## src/rtl/kccp_pkg.sv

```systemverilog
// shared types and constants for the k-means color cluster pass
// no dependencies; used by the controller, datapath, top level and testbench
`default_nettype none

package kccp_pkg;

  // opcodes of an input request
  localparam logic [1:0] OP_LOAD  = 2'd0;
  localparam logic [1:0] OP_PIXEL = 2'd1;
  localparam logic [1:0] OP_END   = 2'd2;

  // result kinds
  localparam logic KIND_LABEL  = 1'b0;
  localparam logic KIND_REPORT = 1'b1;

  // color channels as walked by the divider
  localparam logic [1:0] CH_RED   = 2'd0;
  localparam logic [1:0] CH_GREEN = 2'd1;
  localparam logic [1:0] CH_BLUE  = 2'd2;

  // configuration register file
  localparam logic       REG_ACTIVE    = 1'b0;
  localparam logic [4:0] ACTIVE_RESET  = 5'd16;
  localparam logic [4:0] REPORT_LIMIT  = 5'd16;

  typedef struct packed {
    logic [1:0] opcode;
    logic [3:0] center_select;
    logic [7:0] pixel_red;
    logic [7:0] pixel_green;
    logic [7:0] pixel_blue;
  } in_item_t;

  typedef struct packed {
    logic       result_kind;
    logic [3:0] cluster_index;
    logic [7:0] color_red;
    logic [7:0] color_green;
    logic [7:0] color_blue;
    logic       cluster_empty;
    logic       last_result;
  } out_item_t;

  // controller to datapath
  typedef struct packed {
    logic       take;
    logic       load;
    logic       scan_v;
    logic       scan_first;
    logic [3:0] idx;
    logic       acc_rd;
    logic       acc_wr;
    logic       pix_out;
    logic       ep_rd;
    logic       ep_chk;
    logic       div_start;
    logic [1:0] chan;
    logic       div_take;
    logic       ep_wr;
    logic       ep_out;
    logic       ep_last;
    logic       acc_clr;
  } cmd_t;

  // datapath to controller
  typedef struct packed {
    logic scan_busy;
    logic ep_nonempty;
    logic div_done;
    logic out_free;
  } sts_t;

endpackage

`default_nettype wire

```

## src/rtl/kccp_ctrl.sv

```systemverilog
// controller state machine: sequences load, pixel and end-of-pass requests
// depends on kccp_pkg
`default_nettype none

module kccp_ctrl #(
  parameter int MAX_CLUSTERS = 16
) (
  input  wire logic           clk,
  input  wire logic           rst_n,
  input  wire logic           in_valid,
  input  wire logic [1:0]     in_opcode,
  input  wire logic [4:0]     active,
  input  wire kccp_pkg::sts_t sts,
  output logic                in_stall,
  output kccp_pkg::cmd_t      cmd
);

  localparam logic [3:0] S_IDLE    = 4'd0;
  localparam logic [3:0] S_SCAN    = 4'd1;
  localparam logic [3:0] S_DRAIN   = 4'd2;
  localparam logic [3:0] S_ACC_RD  = 4'd3;
  localparam logic [3:0] S_ACC_WR  = 4'd4;
  localparam logic [3:0] S_PIX_OUT = 4'd5;
  localparam logic [3:0] S_EP_RD   = 4'd6;
  localparam logic [3:0] S_EP_CHK  = 4'd7;
  localparam logic [3:0] S_EP_DST  = 4'd8;
  localparam logic [3:0] S_EP_DIV  = 4'd9;
  localparam logic [3:0] S_EP_WR   = 4'd10;
  localparam logic [3:0] S_EP_OUT  = 4'd11;

  localparam logic [4:0] LIMIT = (MAX_CLUSTERS < 16) ? 5'(MAX_CLUSTERS)
                                                     : kccp_pkg::REPORT_LIMIT;

  logic [3:0] state_r, state_nxt;
  logic [4:0] i_r, i_nxt;
  logic [1:0] chan_r, chan_nxt;
  logic [4:0] n_eff;
  logic       i_last;

  // zero acts as one, clamp to store size and report limit
  always_comb begin
    n_eff = (active == 5'd0) ? 5'd1 : active;
    if (n_eff > LIMIT) begin
      n_eff = LIMIT;
    end
  end

  assign i_last = (i_r + 5'd1 == n_eff);

  always_comb begin
    state_nxt = state_r;
    i_nxt     = i_r;
    chan_nxt  = chan_r;
    cmd       = '0;
    cmd.idx   = i_r[3:0];
    cmd.chan  = chan_r;
    in_stall  = (state_r != S_IDLE);
    case (state_r)
      S_IDLE: begin
        if (in_valid) begin
          cmd.take = 1'b1;
          i_nxt    = 5'd0;
          case (in_opcode)
            kccp_pkg::OP_LOAD:  cmd.load  = 1'b1;
            kccp_pkg::OP_PIXEL: state_nxt = S_SCAN;
            kccp_pkg::OP_END:   state_nxt = S_EP_RD;
            default:            state_nxt = S_IDLE;
          endcase
        end
      end
      S_SCAN: begin
        cmd.scan_v     = 1'b1;
        cmd.scan_first = (i_r == 5'd0);
        i_nxt          = i_r + 5'd1;
        if (i_last) begin
          state_nxt = S_DRAIN;
        end
      end
      S_DRAIN: begin
        if (!sts.scan_busy) begin
          state_nxt = S_ACC_RD;
        end
      end
      S_ACC_RD: begin
        cmd.acc_rd = 1'b1;
        state_nxt  = S_ACC_WR;
      end
      S_ACC_WR: begin
        cmd.acc_wr = 1'b1;
        state_nxt  = S_PIX_OUT;
      end
      S_PIX_OUT: begin
        if (sts.out_free) begin
          cmd.pix_out = 1'b1;
          state_nxt   = S_IDLE;
        end
      end
      S_EP_RD: begin
        cmd.ep_rd = 1'b1;
        state_nxt = S_EP_CHK;
      end
      S_EP_CHK: begin
        cmd.ep_chk = 1'b1;
        chan_nxt   = kccp_pkg::CH_RED;
        state_nxt  = sts.ep_nonempty ? S_EP_DST : S_EP_OUT;
      end
      S_EP_DST: begin
        cmd.div_start = 1'b1;
        state_nxt     = S_EP_DIV;
      end
      S_EP_DIV: begin
        if (sts.div_done) begin
          cmd.div_take = 1'b1;
          if (chan_r == kccp_pkg::CH_BLUE) begin
            state_nxt = S_EP_WR;
          end else begin
            chan_nxt  = chan_r + 2'd1;
            state_nxt = S_EP_DST;
          end
        end
      end
      S_EP_WR: begin
        cmd.ep_wr = 1'b1;
        state_nxt = S_EP_OUT;
      end
      S_EP_OUT: begin
        cmd.ep_last = i_last;
        if (sts.out_free) begin
          cmd.ep_out = 1'b1;
          if (i_last) begin
            cmd.acc_clr = 1'b1;
            state_nxt   = S_IDLE;
          end else begin
            i_nxt     = i_r + 5'd1;
            state_nxt = S_EP_RD;
          end
        end
      end
      default: state_nxt = S_IDLE;
    endcase
  end

  always_ff @(posedge clk) begin
    if (!rst_n) begin
      state_r <= S_IDLE;
      i_r     <= '0;
      chan_r  <= '0;
    end else begin
      state_r <= state_nxt;
      i_r     <= i_nxt;
      chan_r  <= chan_nxt;
    end
  end

  a_clr_at_end: assert property (@(posedge clk) disable iff (!rst_n)
    cmd.acc_clr |-> (cmd.ep_out && cmd.ep_last))
    else $error("accumulators cleared outside final report");
  a_idx_range: assert property (@(posedge clk) disable iff (!rst_n)
    (cmd.scan_v || cmd.ep_rd) |-> (i_r < n_eff))
    else $error("center index beyond active count");
  a_div_wait: assert property (@(posedge clk) disable iff (!rst_n)
    cmd.div_start |=> (state_r == S_EP_DIV))
    else $error("divider start not followed by wait");

endmodule

`default_nettype wire

```

## config.mk

```make
export PLATFORM = sky130hd
export DESIGN_NAME = kccp_ctrl
export DESIGN_NICKNAME = d
export VERILOG_FILES = /design/src/rtl/kccp_pkg.sv /design/src/rtl/kccp_ctrl.sv
export SDC_FILE = /design/constraint.sdc
export NUM_CORES = 1
export LEC_CHECK = 0
export BUFFER_PORTS_ARGS = -buffer_cell sky130_fd_sc_hd__clkbuf_2
export CAP_MARGIN = 5
export CORE_ASPECT_RATIO = 0.7
export CORE_MARGIN = 4
export CORE_UTILIZATION = 51
export DETAILED_ROUTE_END_ITERATION = 12
export HOLD_SLACK_MARGIN = 0.15
export PLACE_DENSITY = 0.88
export SYNTH_ARGS = -nofsm -noshare
export SYNTH_HDL_FRONTEND = slang
export SYNTH_SLANG_ARGS = --single-unit
```

## constraint.sdc

```tcl
create_clock -name clk -period 2.95 [get_ports clk]
set_clock_uncertainty 0.2 [all_clocks]
set_input_delay 0.59 -clock clk [delete_from_list [all_inputs] [get_ports clk]]
set_output_delay 0.59 -clock clk [all_outputs]
set_load 0.005 [all_outputs]
```

# ---- Word-level counts from Yosys, hierarchy flattened
# Cells that the tools add are included.
dict set report classes {
  n_reduce_logical 10
  order_cmp 1
  n_addsub 2
  eq_ne 24
  n_mux 37
}
# cell n
set ops {}
lappend ops {{one-hot mux 4 bit (12 select lines)} 1}
lappend ops {{2-to-1 mux 5 bit} 5}
lappend ops {{2-to-1 mux 4 bit} 6}
lappend ops {{!= test 2 bit, second input constant} 9}
lappend ops {{equality test 4 x 3 -> 1 bit, second input constant} 4}
lappend ops {{equality test 4 bit, second input constant} 4}
lappend ops {{one-hot mux 5 bit (3 select lines)} 1}
lappend ops {{2-to-1 mux 2 bit} 7}
lappend ops {{2-to-1 mux 1 bit} 13}
lappend ops {{one-hot mux 4 bit (3 select lines)} 1}
lappend ops {{logical NOT 5 bit} 2}
lappend ops {{equality test 4 x 2 -> 1 bit, second input constant} 2}
lappend ops {{AND reduction 7 bit} 1}
lappend ops {{2-to-1 mux 3 bit} 2}
lappend ops {{adder 5 x 1 -> 5 bit, second input constant} 1}
lappend ops {{equality test 5 bit} 1}
lappend ops {{> comparator 5 bit, second input constant} 1}
lappend ops {{equality test 2 bit, second input constant} 2}
lappend ops {{equality test 4 x 1 -> 1 bit, second input constant} 1}
lappend ops {{logical NOT 4 bit} 1}
lappend ops {{one-hot mux 2 bit (2 select lines)} 1}
lappend ops {{AND reduction 4 bit} 1}
lappend ops {{nonzero test 4 bit} 1}
lappend ops {{AND reduction 3 bit} 1}
lappend ops {{other kinds (5)} 5}
dict set report totals {
  out_inout_bits 22
  input_bits 14
  reg_bits 11
  elab_cells 77
}

# ---- Logic depth before layout (Yosys ltp)
# Gate-level depths: netlist of run 1.
dict set report logic_depth {
  ltp_word 8
  depth_mapped 8
  mapped_depth_nobuf 8
}

# ---- Worst setup path after synthesis of run 1
# No wires, ideal clock.
dict set report synth_timing {
  path_kind {register to output}
  start {reg i_r[0]}
  end {out cmd[0] (netlist bit)}
  required_ns 2.160
  stages_incl_launch_ff 8
  path_slack_ns 0.447
  n_path_buf 0
  arrival_ns 1.713
  cell_sequence {dfxtp_1 -> inv_1 -> ha_1 -> nand2_1 -> or4_1 -> nand3_2 -> nand3_1 -> nor3_1}
}
# element line_no
set synth_lines {}
lappend synth_lines {{start, declared} kccp_ctrl.sv:35} ;# logic [4:0] i_r, i_nxt;
lappend synth_lines {{start signal, assigned} kccp_ctrl.sv:150} ;# i_r <= i_nxt;
lappend synth_lines {{end, declared} kccp_ctrl.sv:15} ;# output kccp_pkg::cmd_t cmd

==> summary.md, run 1 <==
| Metric | Value |
|---|---|
| Boundary Pins | `36` |
| Fin nets | `209` |
| Root Driver | `clkbuf_4` |
| Async SR Flop Fraction | `0%` |
| GRT busiest layer | `met2` |
| Critical path peak fanout | `5` |
| Post-synthesis sequential area ratio | `18.8%` |
| CORE AREA | `2170 sq um` |
| Run status | `finished clean` |
| Met3 Track Usage GR | `5.53%` |
| Clk_lat worst skew | `0.28 ns` |
| CP Capture Type | `output pin` |
| Met2 usage | `40.0%` |
| Power density over cell area | `540 nW/um^2` |
| Worst r2r src | `i_r[1]$_SDFFE_PN0P_` |
| Warnings, synthesis | `0` |
| Final Max Tran Viols | `0` |
| Fraction of layout cells with a size suffix above 1 | `32.5%` |
| Hold Crit Class | `register to register` |
| RD Place Congestion | `0.851` |
| Vias per cell | `5.88` |
| Commonest non-fill, non-tap cell in the layout | `clkbuf_2` |
| Largest family of logic cells by synthesized area | `simple AND/OR/NAND/NOR gates` |
| CTS tree | `yes` |
| CTS Buf Count | `3` |
| DR pass1 iterations | `4` |
| CTS Sinks | `11` |
| Commonest register cell after synthesis | `dfxtp_1` |
| Site Rows | `14` |
| Grt ovf | `0` |
| Startpoint Class | `register` |
| Die ar. | `3140 sq um` |
| Fin crit period | `2.86 ns` |
| Post-Synth XOR/XNOR Area | `5.66%` |
| CP Data Arrival Time | `2.07 ns` |
| Adder-cell share of the synthesized area | `3.20%` |
| Post-Place Worst Slack | `0.174 ns` |
| H-Tree Depth | `1` |
| Dominant cells by area after synthesis | `dfxtp_1, nand2_1, nor2_1, inv_1, ha_1` |
| Mapped Area | `1170 sq um` |
| Largest net degree at the start of global routing | `19` |
| Die Y | `48.1 um` |
| Hold Slack | `0.310 ns` |
| Synth top area share | `18.8%` |
| Rel. slew slack | `65.5%` |
| Leading area contributor after synthesis | `dfxtp_1` |
| Setup Viol. Count Final | `0` |
| Syn Nets | `178` |
| Met1 Use GR | `28.3%` |
| Antenna-violating nets left | `0` |
| Number of buffers inserted by port buffering | `35` |
| Initial DRC count | `143` |
| Flop-to-flop setup slack | `0.63 ns` |
| Seq cells post-synth | `11` |
| Post-DP Area | `1330 sq um` |
| CTS clk-pin slew, worst paths | `0.08 ns` |
| Reg2reg end | `state_r[1]$_SDFFE_PN0P_` |
| Worst vdd ir | `0.253 mV` |
| Clock buffer depth | `2` |
| Fmax | `0.350 GHz` |
| Crit path to | `cmd[0]` |
| Synth Area in Simple Gates | `37.2%` |
| Slew @ Worst Pin | `0.516 ns` |
| Cells on worst reg2reg path | `8` |
| Post-DP HPWL | `2520 um` |
| Total number of vias | `1311` |
| Worst Setup SP | `i_r[1]$_SDFFE_PN0P_` |
| Avg WL per Cell | `15.5 um` |
| Fin Setup TNS | `0 ns` |
| Mux cell area share after synthesis | `0.854%` |
| Global-route total usage across every layer | `22.6%` |
| Final wirelength | `3450 um` |
| Final Cycle Share | `97.0%` |
| Final instance area | `1390 sq um` |
| EDFF count, synth | `0` |
| Post-Syn Area per Cell | `7.28 sq um` |
| Vias in the first global route | `1191` |
| Die W | `65.3 um` |
| Most frequent cells in the layout | `clkbuf_2, nand2_1, nor2_1, inv_1, dfxtp_1` |
| Remaining DRCs | `0` |
| CP required | `2.16 ns` |
| Final Power | `753 uW` |
| Post-synthesis instance total | `161` |
| Initial antenna violation count | `0` |
| Setup Crit Path Kind | `register to output pin` |
| Cell variety after synth | `56` |
| Fin. Hold Viols | `0` |
| Max-cap viol count | `0` |
| Complex-gate fraction of the synthesized area | `24.7%` |
| Leakage | `0.000600 uW` |
| First-pass GRT wire length | `5420 um` |
| Diodes inserted | `0` |
| Cell depth of the worst min-delay path | `2` |
| Area growth from synthesis to layout | `18.9%` |
| Crit path setup slack, layout | `0.0893 ns` |
| Starting Density | `54.0%` |
==> timing repair <==
item / 4_1_cts / 5_1_grt
buffers inserted: 0 / 1
setup endpoints to repair: 2 / 2
resized for setup: 4 / 4
hold buffers: 0 / 0
cloned: 0 / 0
==> kinds of logic (layout without fill, tap and decap cells) <==
kind of cell	after synthesis	in the layout
xor+xnor	6	6
mux	1	1
fa+ha+maj	3	3
flops	11	11
buf+inv	23	53
simple gates	80	80
compound gates	37	37
==> cell type report <==
cell class	instances	area, sq um
repair buffers	38	198
well taps	32	40.0
inverters	11	41.3
clock buffers	3	22.5
flip-flops and latches	11	225
multi-input cells	127	862
clock inverters	1	5.00
fillers	201	778
==> where the power goes <==
| group | leakage [uW] | switching, uW | internal [uW] |
|---|---|---|---|
| Clock | 0.0000177 | 63.2 | 50.4 |
| Sequential | 0.0000903 | 21.2 | 164 |
| Combinational | 0.000492 | 267 | 186 |
==> critical path, cell delays in order, from the launching register on <==
cell and delay [ns]:
dfxtp_2 0.37, inv_1 0.08, ha_4 0.29, nand2_1 0.06, or4_1 0.49, nand3_2 0.13, nand3_2 0.12, nor3_2 0.11
buf_2 0.13
==> registers in the layout, summed over array words and instances (netlist names) <==
register  count
chan_r        2
i_r           5
state_r       4
==> cells in the mapped netlist (all sizes together) (3+ instances only) <==
| cell | number |
|---|---|
| buf | 8 |
| ha | 3 |
| nor3 | 8 |
| nand2 | 22 |
| nor2b | 4 |
| o22ai | 5 |
| and3 | 3 |
| nand2b | 4 |
| inv | 11 |
| a21boi | 6 |
| xnor2 | 4 |
| and2 | 3 |
| nor2 | 15 |
| dfxtp | 11 |
| o21ai | 8 |
| nand3 | 6 |
| clkbuf | 4 |
| a21oi | 4 |
==> through the flow <==
stage,util [%],std cells
after floorplan,-,161
after global placement,61.3,218
after detailed placement,61.3,218
after CTS,63.4,222
after global routing,64.2,223
final,64.2,223
==> how the worst min path moves through the flow <==
stage | from | slack (ns) | end
6_report | i_r[1]$_SDFFE_PN0P_ | 0.31 | i_r[1]$_SDFFE_PN0P_
5_1_grt | chan_r[0]$_SDFFE_PN0P_ | 0.34 | chan_r[0]$_SDFFE_PN0P_
4_1_cts | i_r[1]$_SDFFE_PN0P_ | 0.31 | i_r[1]$_SDFFE_PN0P_
3_5_place_dp | chan_r[1]$_SDFFE_PN0P_ | 0.30 | chan_r[1]$_SDFFE_PN0P_
3_3_place_gp | chan_r[0]$_SDFFE_PN0P_ | 0.29 | chan_r[0]$_SDFFE_PN0P_
2_1_floorplan | i_r[4]$_SDFFE_PN0P_ | 0.28 | i_r[4]$_SDFFE_PN0P_
==> per-layer routing <==
metal	vias up	routed length (um)
li1	633	-
met1	599	1400
met2	72	1710
met3	7	303
met4	0	34
met5	-	0
Note: power is estimated with default switching activity, not from simulation.
==> run 2: changes to the inputs <==
SETUP_SLACK_MARGIN = 0.4   (was unset)
clock period = 2.8 ns   (was 2.95 ns; I/O delays follow)
==> run 2 against run 1 <==
  * Total power grew 20%
  * Critical path depth is the same
  * Die area is the same
  * Design area grew 11%
  * Combinational power grew 28%
  * Core utilization grew 6.9 points
  * Sequential power grew 9.7%
  * Count of clock-buffer cells in the layout is the same
  * Wire length grew 16%
  * Sequential share of layout area shrank 0.99 points
  * Global-route usage grew 2.0 points
  * Flip-flop and latch count is the same
==> summary.md, run 2 (synthesis gave the netlist of run 1 again) <==
| Metric | Value |
|---|---|
| Antenna-violating nets left | `0` |
| Fin crit period | `2.73 ns` |
| FILL cells | `158` |
| Post-Place Worst Slack | `0.161 ns` |
| Reg with most FFs | `i_r` |
| Die Y | `48.1 um` |
| Clock buffer depth | `2` |
| Post-DP Area | `1350 sq um` |
| Final Max Tran Viols | `0` |
| Crit path setup slack, layout | `0.0723 ns` |
| Run status | `finished clean` |
| CTS tree | `yes` |
| Initial antenna violation count | `0` |
| Flop-to-flop setup slack | `0.43 ns` |
| Area growth from synthesis to layout | `31.6%` |
| Die W | `65.3 um` |
| Slew @ Worst Pin | `0.416 ns` |
| Vias per cell | `6.26` |
| Most frequent cells in the layout | `clkbuf_2, nand2_1, nor2_1, buf_4, inv_1` |
| Largest regs | `i_r: 5 flops, state_r: 4 flops, chan_r: 2 flops` |
| Final Cycle Share | `97.4%` |
| Power density over cell area | `585 nW/um^2` |
| Final Instance Count excl. Fillers | `231` |
| Commonest non-fill, non-tap cell in the layout | `clkbuf_2` |
| Remaining DRCs | `0` |
| Leakage | `0.000656 uW` |
| Cts hold-fix bufs | `0` |
| Cell depth of the worst min-delay path | `2` |
| Critical path peak fanout | `4` |
| Avg WL per Cell | `17.4 um` |
| Initial DRC count | `171` |
| Cells on worst reg2reg path | `10` |
| CP Data Arrival Time | `1.97 ns` |
| Largest net degree at the start of global routing | `19` |
| CORE AREA | `2170 sq um` |
| Fin. Hold Viols | `0` |
| Final instance area | `1540 sq um` |
| Startpoint Class | `register` |
| Hold Crit Class | `register to register` |
| RSZ-0062 raised after global routing | `true` |
| Grt ovf | `0` |
| Fin nets | `217` |
| Die ar. | `3140 sq um` |
| CTS Buf Count | `3` |
| Max FFs per register | `5` |
| Setup Crit Path Kind | `register to output pin` |
| Total number of vias | `1445` |
| Root Driver | `clkbuf_4` |
| Worst vdd ir | `0.274 mV` |
| H-Tree Depth | `1` |
| Number of buffers inserted by port buffering | `35` |
| Core Util, Final | `71.0%` |
| Fmax | `0.367 GHz` |
| First-pass GRT wire length | `5860 um` |
| Clk_lat worst skew | `0.30 ns` |
| Global-route total usage across every layer | `24.6%` |
| Setup Viol. Count Final | `0` |
| CP Capture Type | `output pin` |
| Worst r2r src | `i_r[0]$_SDFFE_PN0P_` |
| Reg2reg end | `state_r[2]$_SDFFE_PN0P_` |
| Post-DP HPWL | `2500 um` |
| CTS Sinks | `11` |
| Worst Min Path Start | `chan_r[0]$_SDFFE_PN0P_` |
| Starting Density | `54.0%` |
| CTS clk-pin slew, worst paths | `0.07 ns` |
| Placed instance count | `220` |
| Vias in the first global route | `1252` |
| CP required | `2.04 ns` |
| DR pass1 iterations | `5` |
| RD Place Congestion | `0.827` |
| Sink of the worst hold path | `chan_r[0]$_SDFFE_PN0P_` |
| Fraction of layout cells with a size suffix above 1 | `44.7%` |
| Max-cap viol count | `0` |
| Hold Slack | `0.303 ns` |
| Boundary Pins | `36` |
| Final wirelength | `4020 um` |
| Site Rows | `14` |
| Diodes inserted | `0` |
| Sequential standard cell area | `234 sq um` |
| Rel. slew slack | `72.1%` |
| Multi-input logic area | `937 sq um` |
==> run 2: changes by cell type in the layout (fill, tap and decap cells not counted), sizes merged <==
cell | before | now
buf | 4 | 12
==> run 2: stage by stage <==
stage               TNS (ns)  power [uW]
finish                     0         903
global route         -0.0253         949
CTS                        0         812
detailed placement         0         661
global placement           0         639
floorplan                  0         538
==> run 2: what timing repair did <==
action                                  in CTS  in global routing
endpoints found under the setup margin       3                 10
setup buffers                                5                  2
gates resized for setup                     13                 20
endpoints found under the hold margin        0                  0
pin swaps                                    3                  7
==> run 2: worst max-delay path by stage <==
stage                                   start  endpoint  slack [ns]
after floorplan           i_r[0]$_SDFFE_PN0P_    cmd[0]        0.42
after global placement    i_r[0]$_SDFFE_PN0P_    cmd[0]        0.26
after detailed placement  i_r[0]$_SDFFE_PN0P_    cmd[0]        0.16
after CTS                 i_r[0]$_SDFFE_PN0P_    cmd[0]         0.1
after global routing      i_r[0]$_SDFFE_PN0P_    cmd[0]       -0.02
final                     i_r[0]$_SDFFE_PN0P_    cmd[1]        0.07
==> run 2: area by class of cell <==
class / instances / share of cell area, %
Multi-Input combinational cell: 127 / 60.7
Inverter: 11 / 3.00
Tap cell: 32 / 2.60
Sequential cell: 11 / 15.2
Clock inverter: 1 / 0.324
Clock buffer: 3 / 1.46
Timing Repair Buffer: 46 / 16.7
==> run 2: metal layers <==
metal | up-vias | routed length (um) | track usage, %
met4 | 0 | 182 | 11.6
li1 | 646 | - | -
met3 | 28 | 376 | 6.91
met1 | 671 | 1570 | 29.6
met5 | - | 0 | 0
met2 | 100 | 1880 | 42.3
==> run 2: critical path: stages (launching register included) <==
cell and delay (ns):
dfxtp_4 0.38, inv_4 0.04, ha_4 0.27, nand2_2 0.05, or4_4 0.50, nand3_4 0.12
nand3_4 0.09, nor2_2 0.11, clkbuf_2 0.12
==> run 2: power by group <==
part	leakage [uW]	switching [uW]	internal [uW]
logic	0.000546	328	251
registers	0.0000922	30.5	173
clock network	0.0000177	66.7	53.4
==> run 3: changes to the inputs <==
--- a/config.mk
+++ b/config.mk
@@ -8,3 +8,3 @@
 export BUFFER_PORTS_ARGS = -buffer_cell sky130_fd_sc_hd__clkbuf_2
-export CAP_MARGIN = 5
+export CAP_MARGIN = 20
 export CORE_ASPECT_RATIO = 0.7
@@ -13,3 +13,2 @@
 export DETAILED_ROUTE_END_ITERATION = 12
-export HOLD_SLACK_MARGIN = 0.15
 export PLACE_DENSITY = 0.88
--- a/constraint.sdc
+++ b/constraint.sdc
@@ -4,2 +4,2 @@
 set_output_delay 0.56 -clock clk [all_outputs]
-set_load 0.005 [all_outputs]
+set_load 0.1 [all_outputs]
==> run 3 against run 2 <==
  * The flow now finishes with violations (setup timing)
  * Critical path depth unchanged
  * Design area up 13%
  * Critical endpoint is now cmd[0]
  * Critical path type unchanged
  * First-iteration DRC count shrank 26%
  * Die area unchanged
  * Largest cell class unchanged
==> summary.md, run 3 (synthesis gave the netlist of run 1 again) <==
| Metric | Value |
|---|---|
| Run status | `finished with violations` |
| Failing checks | `setup timing` |
| Fin. Hold Viols | `0` |
| Met2 usage | `37.2%` |
| Final Max Tran Viols | `0` |
| Worst vdd ir | `0.686 mV` |
| Cells along the critical path | `inv_4, ha_4, nand2_2, or4_4, nand3_4, nand3_4, nor3_4, buf_12` |
| Area growth from synthesis to layout | `48.8%` |
| Commonest non-fill, non-tap cell in the layout | `clkbuf_2` |
| Grt ovf | `0` |
| Sw Ratio | `57.5%` |
| Largest stage delay, worst path | `0.49 ns` |
| Met3 Track Usage GR | `5.53%` |
| Die ar. | `3140 sq um` |
| Fin crit period | `2.87 ns` |
| Boundary Pins | `36` |
| Met1 Use GR | `30.7%` |
| Clk_lat worst skew | `0.29 ns` |
| Slew @ Worst Pin | `0.544 ns` |
| Flop pwr share | `20.2%` |
| Core Util, Final | `80.3%` |
| First-pass GRT wire length | `5540 um` |
| Buf/Inv on CP | `2` |
| Worst path slowest cell | `or4_4` |
| CTS Buf Count | `3` |
| CORE AREA | `2170 sq um` |
| Post-DP HPWL | `2760 um` |
| Gate power share | `70.0%` |
| P_int | `521 uW` |
| Root Driver | `clkbuf_4` |
| Site Rows | `14` |
| CTS Sinks | `11` |
| Starting Density | `54.0%` |
| Final Cycle Share | `102%` |
| Remaining DRCs | `0` |
| Max FFs per register | `5` |
| Final instance area | `1740 sq um` |
| Crit path setup slack, layout | `-0.0697 ns` |
| Leakage | `0.000686 uW` |
| Initial antenna violation count | `0` |
| Cts hold-fix bufs | `0` |
| Post-Place Worst Slack | `0.0757 ns` |
| Vias in the first global route | `1188` |
| Avg WL per Cell | `16.4 um` |
| Sw Pwr | `706 uW` |
| Rel. slew slack | `63.9%` |
| RSZ-0062 raised after global routing | `true` |
| Vias per cell | `6.00` |
| Critical path peak fanout | `5` |
| Die W | `65.3 um` |
| CP top delay family | `simple AND/OR/NAND/NOR gates` |
| Fin nets | `215` |
| Fin Setup TNS | `-0.0732 ns` |
| Clock buffer depth | `2` |
| Clk pwr share | `9.8%` |
| Reg with most FFs | `i_r` |
| Initial DRC count | `127` |
| CP Capture Type | `output pin` |
| Power density over cell area | `703 nW/um^2` |
| H-Tree Depth | `1` |
| Diodes inserted | `0` |
| Setup Crit Path Kind | `register to output pin` |
| CTS clk-pin slew, worst paths | `0.08 ns` |
| RD Place Congestion | `0.866` |
| Antenna-violating nets left | `0` |
| CP Data Arrival Time | `2.11 ns` |
| CTS tree | `yes` |
| Largest regs | `i_r: 5 flops, state_r: 4 flops, chan_r: 2 flops` |
| GRT busiest layer | `met2` |
| Hold Slack | `0.309 ns` |
| Total number of vias | `1373` |
| Fmax | `0.348 GHz` |
| DR pass1 iterations | `6` |
| CP required | `2.04 ns` |
| Die Y | `48.1 um` |
| Final wirelength | `3750 um` |
| Setup Viol. Count Final | `2` |
| Most frequent cells in the layout | `clkbuf_2, nand2_1, buf_4, inv_1` |
| Number of buffers inserted by port buffering | `35` |
| Hold Crit Class | `register to register` |
| Fraction of layout cells with a size suffix above 1 | `48.2%` |
| Global-route total usage across every layer | `23.6%` |
| Post-DP Area | `1570 sq um` |
| Startpoint Class | `register` |
| Largest net degree at the start of global routing | `19` |
| Max-cap viol count | `0` |
| Top cell by count, worst path | `nand3_4` |
run 3: changes by cell type in the layout (fill, tap and decap cells not counted), sizes merged:
cell | before | now
clkbuf | 37 | 29
buf | 12 | 18
run 3: tightest hold or removal path: cells and delay by family, from the launching register on:
family | cells | cell delay (ns)
DFF | 1 | 0.34
AOI/OAI and AO/OA | 1 | 0.07
and+or+nand+nor | 1 | 0.06
run 3: per-layer routing:
metal	vias to the layer above	part of all wire, %	wire (um)
li1	649	-	-
met1	623	42	1570
met2	89	45	1700
met3	12	9.9	372
met4	0	2.7	101
met5	-	0	0
run 3: path summary, 6_finish.rpt:
path,start,slack (ns),end,cells past startpoint
min,chan_r[0]$_SDFFE_PN0P_,0.31,chan_r[0]$_SDFFE_PN0P_,2
max,i_r[1]$_SDFFE_PN0P_,-0.07,cmd[0],8
max reg2reg,i_r[1]$_SDFFE_PN0P_,0.47,state_r[2]$_SDFFE_PN0P_,9
min reg2reg,chan_r[0]$_SDFFE_PN0P_,0.31,chan_r[0]$_SDFFE_PN0P_,2
run 3: repair_timing:
action / in CTS / in global routing
resized for setup: 17 / 13
gates cloned: 0 / 0
endpoints found under the hold margin: 0 / 0
pin swaps: 2 / 2
setup endpoints to repair: 16 / 18
buffers inserted: 3 / 5
run 3: power groups by stage:
| stage | Combinational [uW] | Sequential, uW | Clock (uW) |
|---|---|---|---|
| detailed placement | 745 | 252 | 0 |
| CTS | 781 | 252 | 118 |
| global placement | 725 | 249 | 0 |
| finish | 859 | 248 | 120 |
| floorplan | 700 | 191 | 0 |
| global route | 907 | 251 | 124 |
run 3: metrics by stage:
| step | power (uW) | instances |
|---|---|---|
| floorplan | 890 | 161 |
| global placement | 974 | 217 |
| detailed placement | 996 | 217 |
| CTS | 1150 | 224 |
| global route | 1280 | 229 |
| finish | 1230 | 229 |
run 3: cell type report:
cell class	count	area, sq um
clock buffer	3	22.5
clock inverter	1	5.00
timing repair buffer	44	335
tap	32	40.0
fill	145	428
sequential	11	243
multi-input combinational	127	1050
inverter	11	46.3
